**src/rtl/core/sha512_pkg.sv**
```systemverilog
`timescale 1ns / 1ps
`default_nettype none
// ----------------------------------------------------------------------------
// SHA-512 package
// Word types, round constants and the SHA-512 mixing functions.
// ----------------------------------------------------------------------------
package sha512_pkg;

  typedef struct packed {
    logic [63:0] data_word;
    logic [3:0]  byte_count;
    logic        last_word;
  } in_item_t;

  typedef struct packed {
    logic [63:0] digest_word;
    logic [2:0]  digest_index;
    logic        digest_last;
  } out_item_t;

  localparam logic [3:0] MaxBytes  = 4'd8;
  localparam logic [6:0] LastRound = 7'd79;
  localparam logic [3:0] LenWord   = 4'd14;
  localparam logic [63:0] PadByte  = 64'h8000_0000_0000_0000;

  localparam logic [63:0] InitH [8] = '{
    64'h6a09e667f3bcc908, 64'hbb67ae8584caa73b, 64'h3c6ef372fe94f82b,
    64'ha54ff53a5f1d36f1, 64'h510e527fade682d1, 64'h9b05688c2b3e6c1f,
    64'h1f83d9abfb41bd6b, 64'h5be0cd19137e2179
  };

  localparam logic [63:0] RoundK [80] = '{
    64'h428a2f98d728ae22, 64'h7137449123ef65cd, 64'hb5c0fbcfec4d3b2f, 64'he9b5dba58189dbbc,
    64'h3956c25bf348b538, 64'h59f111f1b605d019, 64'h923f82a4af194f9b, 64'hab1c5ed5da6d8118,
    64'hd807aa98a3030242, 64'h12835b0145706fbe, 64'h243185be4ee4b28c, 64'h550c7dc3d5ffb4e2,
    64'h72be5d74f27b896f, 64'h80deb1fe3b1696b1, 64'h9bdc06a725c71235, 64'hc19bf174cf692694,
    64'he49b69c19ef14ad2, 64'hefbe4786384f25e3, 64'h0fc19dc68b8cd5b5, 64'h240ca1cc77ac9c65,
    64'h2de92c6f592b0275, 64'h4a7484aa6ea6e483, 64'h5cb0a9dcbd41fbd4, 64'h76f988da831153b5,
    64'h983e5152ee66dfab, 64'ha831c66d2db43210, 64'hb00327c898fb213f, 64'hbf597fc7beef0ee4,
    64'hc6e00bf33da88fc2, 64'hd5a79147930aa725, 64'h06ca6351e003826f, 64'h142929670a0e6e70,
    64'h27b70a8546d22ffc, 64'h2e1b21385c26c926, 64'h4d2c6dfc5ac42aed, 64'h53380d139d95b3df,
    64'h650a73548baf63de, 64'h766a0abb3c77b2a8, 64'h81c2c92e47edaee6, 64'h92722c851482353b,
    64'ha2bfe8a14cf10364, 64'ha81a664bbc423001, 64'hc24b8b70d0f89791, 64'hc76c51a30654be30,
    64'hd192e819d6ef5218, 64'hd69906245565a910, 64'hf40e35855771202a, 64'h106aa07032bbd1b8,
    64'h19a4c116b8d2d0c8, 64'h1e376c085141ab53, 64'h2748774cdf8eeb99, 64'h34b0bcb5e19b48a8,
    64'h391c0cb3c5c95a63, 64'h4ed8aa4ae3418acb, 64'h5b9cca4f7763e373, 64'h682e6ff3d6b2b8a3,
    64'h748f82ee5defb2fc, 64'h78a5636f43172f60, 64'h84c87814a1f0ab72, 64'h8cc702081a6439ec,
    64'h90befffa23631e28, 64'ha4506cebde82bde9, 64'hbef9a3f7b2c67915, 64'hc67178f2e372532b,
    64'hca273eceea26619c, 64'hd186b8c721c0c207, 64'heada7dd6cde0eb1e, 64'hf57d4f7fee6ed178,
    64'h06f067aa72176fba, 64'h0a637dc5a2c898a6, 64'h113f9804bef90dae, 64'h1b710b35131c471b,
    64'h28db77f523047d84, 64'h32caab7b40c72493, 64'h3c9ebe0a15c9bebc, 64'h431d67c49c100d4c,
    64'h4cc5d4becb3e42b6, 64'h597f299cfc657e2a, 64'h5fcb6fab3ad6faec, 64'h6c44198c4a475817
  };

  function automatic logic [63:0] rotr(input logic [63:0] x, input int n);
    rotr = (x >> n) | (x << (64 - n));
  endfunction

  function automatic logic [63:0] bsig0(input logic [63:0] x);
    bsig0 = rotr(x, 28) ^ rotr(x, 34) ^ rotr(x, 39);
  endfunction

  function automatic logic [63:0] bsig1(input logic [63:0] x);
    bsig1 = rotr(x, 14) ^ rotr(x, 18) ^ rotr(x, 41);
  endfunction

  function automatic logic [63:0] ssig0(input logic [63:0] x);
    ssig0 = rotr(x, 1) ^ rotr(x, 8) ^ (x >> 7);
  endfunction

  function automatic logic [63:0] ssig1(input logic [63:0] x);
    ssig1 = rotr(x, 19) ^ rotr(x, 61) ^ (x >> 6);
  endfunction

endpackage
`default_nettype wire

```
**src/rtl/core/sha512_front.sv**
```systemverilog
`timescale 1ns / 1ps
`default_nettype none
// ----------------------------------------------------------------------------
// SHA-512 front end
// Accepts message words, saturates the byte count and queues them.
// ----------------------------------------------------------------------------
module sha512_front (
  input  wire                  clk,
  input  wire                  rst,
  input  wire                  push,
  input  sha512_pkg::in_item_t item,
  output logic                 full,
  output logic                 q_valid,
  output sha512_pkg::in_item_t q_item,
  input  wire                  q_take
);
  import sha512_pkg::*;

  in_item_t   slots [2];
  logic       wr_ptr;
  logic       rd_ptr;
  logic [1:0] count;
  in_item_t   clean;
  logic       do_push;
  logic       do_take;

  assign full    = (count == 2'd2);
  assign q_valid = (count != 2'd0);
  assign q_item  = slots[rd_ptr];
  assign do_push = push && !full;
  assign do_take = q_take && q_valid;

  always_comb begin
    clean = item;
    if (item.byte_count > MaxBytes) begin
      clean.byte_count = MaxBytes;
    end
  end

  always_ff @(posedge clk) begin
    if (do_push) begin
      slots[wr_ptr] <= clean;
    end
  end

  always_ff @(posedge clk) begin
    if (rst) begin
      wr_ptr <= 1'b0;
      rd_ptr <= 1'b0;
      count  <= 2'd0;
    end else begin
      if (do_push) begin
        wr_ptr <= ~wr_ptr;
      end
      if (do_take) begin
        rd_ptr <= ~rd_ptr;
      end
      count <= count + 2'(do_push) - 2'(do_take);
    end
  end

endmodule
`default_nettype wire

```
**config.mk**
```make
export PLATFORM = sky130hd
export DESIGN_NAME = sha512_front
export DESIGN_NICKNAME = d
export VERILOG_FILES = /design/src/rtl/core/sha512_pkg.sv /design/src/rtl/core/sha512_front.sv
export SDC_FILE = /design/constraint.sdc
export NUM_CORES = 1
export LEC_CHECK = 0
export ABC_CLOCK_PERIOD_IN_PS = 5100
export BUFFER_PORTS_ARGS = -buffer_cell sky130_fd_sc_hd__buf_4
export CORE_MARGIN = 3
export CORE_UTILIZATION = 25
export CTS_BUF_LIST = sky130_fd_sc_hd__clkbuf_8
export DETAILED_ROUTE_END_ITERATION = 16
export PLACE_DENSITY = 0.46
export SLEW_MARGIN = 15
export SYNTH_ARGS = -nofsm -noshare
export SYNTH_HDL_FRONTEND = slang
export SYNTH_SLANG_ARGS = --single-unit
```
**constraint.sdc**
```tcl
create_clock -name clk -period 5.1 [get_ports clk]
set_clock_uncertainty 0.05 [all_clocks]
set_input_delay 0.255 -clock clk [delete_from_list [all_inputs] [get_ports clk]]
set_output_delay 0.255 -clock clk [all_outputs]
set_load 0.01 [all_outputs]
```
# --- Word-level counts from Yosys, hierarchy flattened ---
# Memories as Yosys holds them, arrays and structs flattened. A register that Yosys moved wholly into a read port is not among the register bits.
# Cells that the tools add are included.
word_totals:
  romBits: 0
  ram_bits: 138
  reg_bits: 4
  latch_bits: 0
  elab_cells: 19
  inputBits: 73
  n_memories: 1
  out_inout_bits: 71
memory_table:
  columns: ["memory", "words", "width", "rd", "rd_clocked_by_memory_dff", "wr", "line_no", "source"]
  rows:
  - ["slots", 2, 69, 1, 1, 1, "sha512_front.sv:19", "in_item_t slots [2];"]
op_classes:
  n_eq_ne: 1
  n_addsub: 2
  n_div: 0
  mux: 5
  mul: 0
  bitwise_logic: 2
  n_reduce_logical: 4
  n_shift: 0
  order_cmp: 1
op_table:
  columns: ["operator", "count"]
  rows:
  - ["$gt 4x4->1 const B", 1]
  - ["$mux 1", 4]
  - ["$mux 4", 1]
  - ["$add 2x1->2", 1]
  - ["$eq 2x2->1 const B", 1]
  - ["$logic_and 1x1->1", 2]
  - ["$not 1->1", 2]
  - ["$reduce_bool 2->1", 1]
  - ["$sub 2x1->2", 1]
  - ["$logic_not 1->1", 1]

# --- Logic depth before layout (Yosys ltp) ---
depth:
  word_depth: 5
  depth_mapped: 8
  depth_no_buf: 8

# --- Least setup slack after synthesis ---
# No wires, ideal clock.
synth_timing:
  kind: "reg-to-reg"
  start: "register count[0]"
  end: "memory slots[0][0] in the netlist's numbering, enable pin"
  path_slack_ns: 2.422
  path_buffers: 0
  arrival_time_ns: 2.205
  period_less_slack_ns: 2.678
  setup_ns: 0.423
  stages_incl_launch_ff: 5
  t_required_ns: 4.627
  path_cell_list: "dfxtp_1 nand2b_2 inv_2 or3_1 inv_1"
synth_between:
  elab_chain_len: 5
synth_rtl:
  columns: ["element", "line_no", "source"]
  rows:
  - ["start, declared", "sha512_front.sv:22", "logic [1:0] count;"]
  - ["start signal, assigned", "sha512_front.sv:58", "count <= count + 2'(do_push) - 2'(do_take);"]
  - ["$eq 2x2->1", "sha512_front.sv:27", "assign full = (count == 2'd2);"]
  - ["net full", "sha512_front.sv:12", "output logic full,"]
  - ["$logic_not 1->1", "sha512_front.sv:30", "assign do_push = push && !full;"]
  - ["$logic_and 1x1->1", "sha512_front.sv:30", null]
  - ["$mux 1", "sha512_front.sv:41", "if (do_push) begin"]
  - ["$mux 1 (not written as such)", "sha512_front.sv:42", "slots[wr_ptr] <= clean;"]
  - ["end, declared", "sha512_front.sv:19", null]
# The timed path passes the listed nets, and every way through them passes these cells.

# --- Worst setup path after layout ---
layout_timing:
  start: "register count[0]"
  end: "memory slots[0][2] in the netlist's numbering, enable pin"
layout_between:
  elab_chain_len: 5
layout_rtl:
  columns: ["element", "line_no"]
  rows:
  - ["$eq 2x2->1", "sha512_front.sv:27"]
  - ["$logic_not 1->1", "sha512_front.sv:30"]
  - ["$logic_and 1x1->1", "sha512_front.sv:30"]
  - ["$mux 1", "sha512_front.sv:41"]
  - ["$mux 1 (not written as such)", "sha512_front.sv:42"]
# No other way between the ends.

==> summary by stage <==
Floorplan
After floorplanning, the core was sized to cover 20,500 um2. Pin placement for this block handled 144 I/O pins. Measured along the x axis, the die boundary spans 151 um. The area of the die is 22,900 um2. The initial core utilization is 0.258. The standard-cell row count is 52. In this run the vertical extent of the chip is 151 um.

Clocking
The quantity of hold-fixing buffers added after cts is 67. The post-cts resize count is 0. Buffers inserted during clock tree synthesis total 17. The CTS tree is yes. The maximum count of clock buffers along a single path is 2. The H-tree generated during clock tree synthesis spans 4 levels. In this run the clock root is driven by a sky130_fd_sc_hd__clkbuf_8. The post-CTS clock slew at the launch and capture registers of the worst setup and hold paths is 70 ps. Buffers added to address setup during post-CTS repair amount to 0. At the later pin of the worst-skew pair, clock insertion delay measures 420 ps. CTS saw 143 sinks.

Routing
The remaining design rule violation count is 0. In the routed layout, each cell is associated on average with a via count of 3.94. The violation count after the first detailed-route iteration is 128. The detailed-route wire length is 11.0 mm.

Before antenna repair, the detailed router went through 4 iterations. Dividing the detail-routed wire length by the instance count gives 14.7 um. The number of nets still failing antenna checks after routing is 0. The overall via count from detail_route is 2,953.

Global route
The first-pass GRT wire length is 16.4 mm. The number of global-route vias before repair is 3,195. For this run, global-route usage on met1 was measured as 0.111. The number of antenna violations at the first check in global routing is 0.

Entering global routing, the biggest net connects 70 pins. In the global route stage, overall resource usage came out at 0.0959. The layer with the highest usage after global routing is met2. The met3 usage in global routing is 0.0401. In the global route stage, met2 resource usage came out at 0.161. Global routing finished with a remaining overflow of 0.

Worst setup path
The reg2reg setup slack is 2660 ps. The critical path endpoint category is a flip-flop. The largest single stage delay on the critical path is 570 ps.

The start of the worst register-to-register path is count[0]$_SDFF_PP0_. The worst reg-to-reg path cell count is 5. The critical path goes through nand2b_2, inv_2, or3_1, clkinv_2, buf_4. The arrival time reported for the critical path endpoint is 2460 ps. The worst setup path is of the reg2reg kind. Of all nets on the critical path, the largest fanout is 40. The slowest cell on the critical path is sky130_fd_sc_hd__clkinv_2. The source of the critical timing path is count[0]$_SDFF_PP0_.

STA classifies the critical path startpoint as a flip-flop. The endpoint of the worst register-to-register path is slots[0][2]$_DFFE_PP_. STA puts the critical path data required time at 5120 ps.

Logic synthesis
Ranked by total cell area, the synthesized netlist is headed by sky130_fd_sc_hd__edfxtp_1, sky130_fd_sc_hd__mux2_2, sky130_fd_sc_hd__mux2_4. The synthesized netlist occupies a cell area of 5280 um2. Each instance of the synthesized netlist takes up on average 21.5 um2. The most frequent cell after synthesis is sky130_fd_sc_hd__edfxtp_1. The netlist uses 25 different library cells. The flip-flop cell with the highest count after synthesis is sky130_fd_sc_hd__edfxtp_1.

The top-area cell type share of the netlist area is 0.785. The count of flip-flops with a built-in enable after synthesis is 138. For this run, the register share of the synthesized area comes to 0.804. The cell type with the highest aggregate area in the netlist is sky130_fd_sc_hd__edfxtp_1. The post-synthesis register bit count is 143. Counting instances in the post-synthesis netlist gives the leading cell types as sky130_fd_sc_hd__edfxtp_1, sky130_fd_sc_hd__mux2_2, sky130_fd_sc_hd__mux2_4. The synthesis warning total is 0. Counting flops with an async set or reset pin after synthesis yields a share of 0.

When the netlist entered floorplanning its net count stood at 321. Synthesis handed over a netlist of 246 instances.

Power and ir drop
The worst ir drop on vdd is 203 uV. In this run the static leakage power is 2.90 nW. In this run the power density over the cells is 456 nW/um2. The design draws 3.52 mW.

Timing
The slew of the pin with the lowest slew margin is 1070 ps. Setup repair after global routing left no endpoint under its margin. The number of setup violations in the final report is 0. The final-report hold violation count is 0. In this run the tightest slew margin relative to its limit is 0.286. The final critical-path share of the clock period is 0.478.

The maximum clock rate is 0.410 GHz. The final max-slew violation count is 0. The minimum clock period is 2440 ps. Setup total negative slack on the finished layout was measured at 0 ps.

Hold path
The hold path depth is 2. The worst hold path begins at item[3]. The worst hold-check path type is in2reg. The end point of the most critical hold path is slots[0][3]$_DFFE_PP_.

Placement
The detailed placement HPWL is 6.50 mm. The weighted congestion at the end of routability-driven global placement is 0.657. In this run the tool buffered the top-level ports with 143 buffer cells.

Final layout
The sequential standard cell area is 4250 um2. After filler insertion, the fill cell instance count of the layout stands at 1,956. Compared with the post-synthesis result, the final layout area differs by 46.3%. In the final layout, the share of cells above drive strength 1 is 0.510. The number of diodes added for antenna fixing is 0.

The multi-input combinational cells in the finished layout cover a total of 958 um2. At the end of the flow the core is filled with cells to 0.377. The number of nets in the layout is 542.

Run status
The run finished with clean final reports.

Flow run
The tool flagged a number of max-cap violations equal to 0.
## sequential cells by signal, indices dropped and copies added, names as in the netlist, named ones only
name    count
count       2
rd_ptr      1
wr_ptr      1
slots     138
## logic make-up (layout without fill, tap and decap cells)
family / Yosys count / after routing / synth area share
AOI/OAI and AO/OA: 3 / 3 / 0.00332
and+or+nand+nor: 14 / 14 / 0.0149
adders and majority gates: 2 / 2 / 0.00474
muxes: 69 / 69 / 0.154
DFF: 143 / 143 / 0.804
xor gates and xnor gates: 2 / 2 / 0.00332
buffers and inverters: 13 / 247 / 0.0154
## worst max-delay path: cells and delay by family, from the launching register on
| family | cells | cell delay [ps] |
|---|---|---|
| buffers and inverters | 3 | 1140 |
| AND/OR/NAND/NOR | 2 | 510 |
| flip-flops | 1 | 370 |
## per-stage QoR
step	worst slack, ps	std cells	hold slack [ps]	area [um2]
finish	2660	750	135	7720
global route	2470	750	95.9	7720
CTS	2570	750	88.5	7720
detailed placement	2580	651	393	6640
global placement	2670	651	390	6640
floorplan	2420	246	274	5280
## final cells by class
type                            instances  area share
Tap cell                              270      0.0437
Inverter                                4     0.00211
Timing Repair Buffer                  211       0.227
Sequential cell                       143       0.550
Multi-Input combinational cell         90       0.124
Clock inverter                         15      0.0232
Clock buffer                           17      0.0303
## routing by layer
layer / part of all wire / vias up
met5: 0 / -
met1: 0.43 / 1459
li1: - / 1394
met3: 0.066 / 5
met2: 0.50 / 95
met4: 0.0086 / 0
## worst max-delay path by stage
stage / slack, ps / cells past startpoint / end
6_report: 2660 / 5 / slots[0][2]$_DFFE_PP_
5_1_grt: 2470 / 5 / slots[0][2]$_DFFE_PP_
4_1_cts: 2570 / 5 / slots[0][1]$_DFFE_PP_
3_5_place_dp: 2580 / 5 / slots[0][8]$_DFFE_PP_
3_3_place_gp: 2670 / 5 / slots[0][10]$_DFFE_PP_
2_1_floorplan: 2420 / 4 / slots[0][0]$_DFFE_PP_
## layout by cell type, fill, tap and decap left out, types with 4 or more instances in the layout
cell / instances
sky130_fd_sc_hd__dfxtp_1: 4
sky130_fd_sc_hd__edfxtp_1: 138
sky130_fd_sc_hd__mux2_2: 59
sky130_fd_sc_hd__nor2b_1: 4
sky130_fd_sc_hd__dlygate4sd3_1: 67
sky130_fd_sc_hd__buf_4: 144
sky130_fd_sc_hd__mux2_4: 10
sky130_fd_sc_hd__inv_1: 6
sky130_fd_sc_hd__clkbuf_8: 17
sky130_fd_sc_hd__bufinv_16: 4
## power breakdown
| part | leakage [nW] | internal, mW | switching, mW |
|---|---|---|---|
| combinational | 1.35 | 0.555 | 0.401 |
| clock | 0.224 | 0.524 | 0.413 |
| sequential | 1.33 | 1.50 | 0.132 |
| total | 2.90 | 2.58 | 0.945 |
Note: power is estimated with default switching activity, not from simulation.
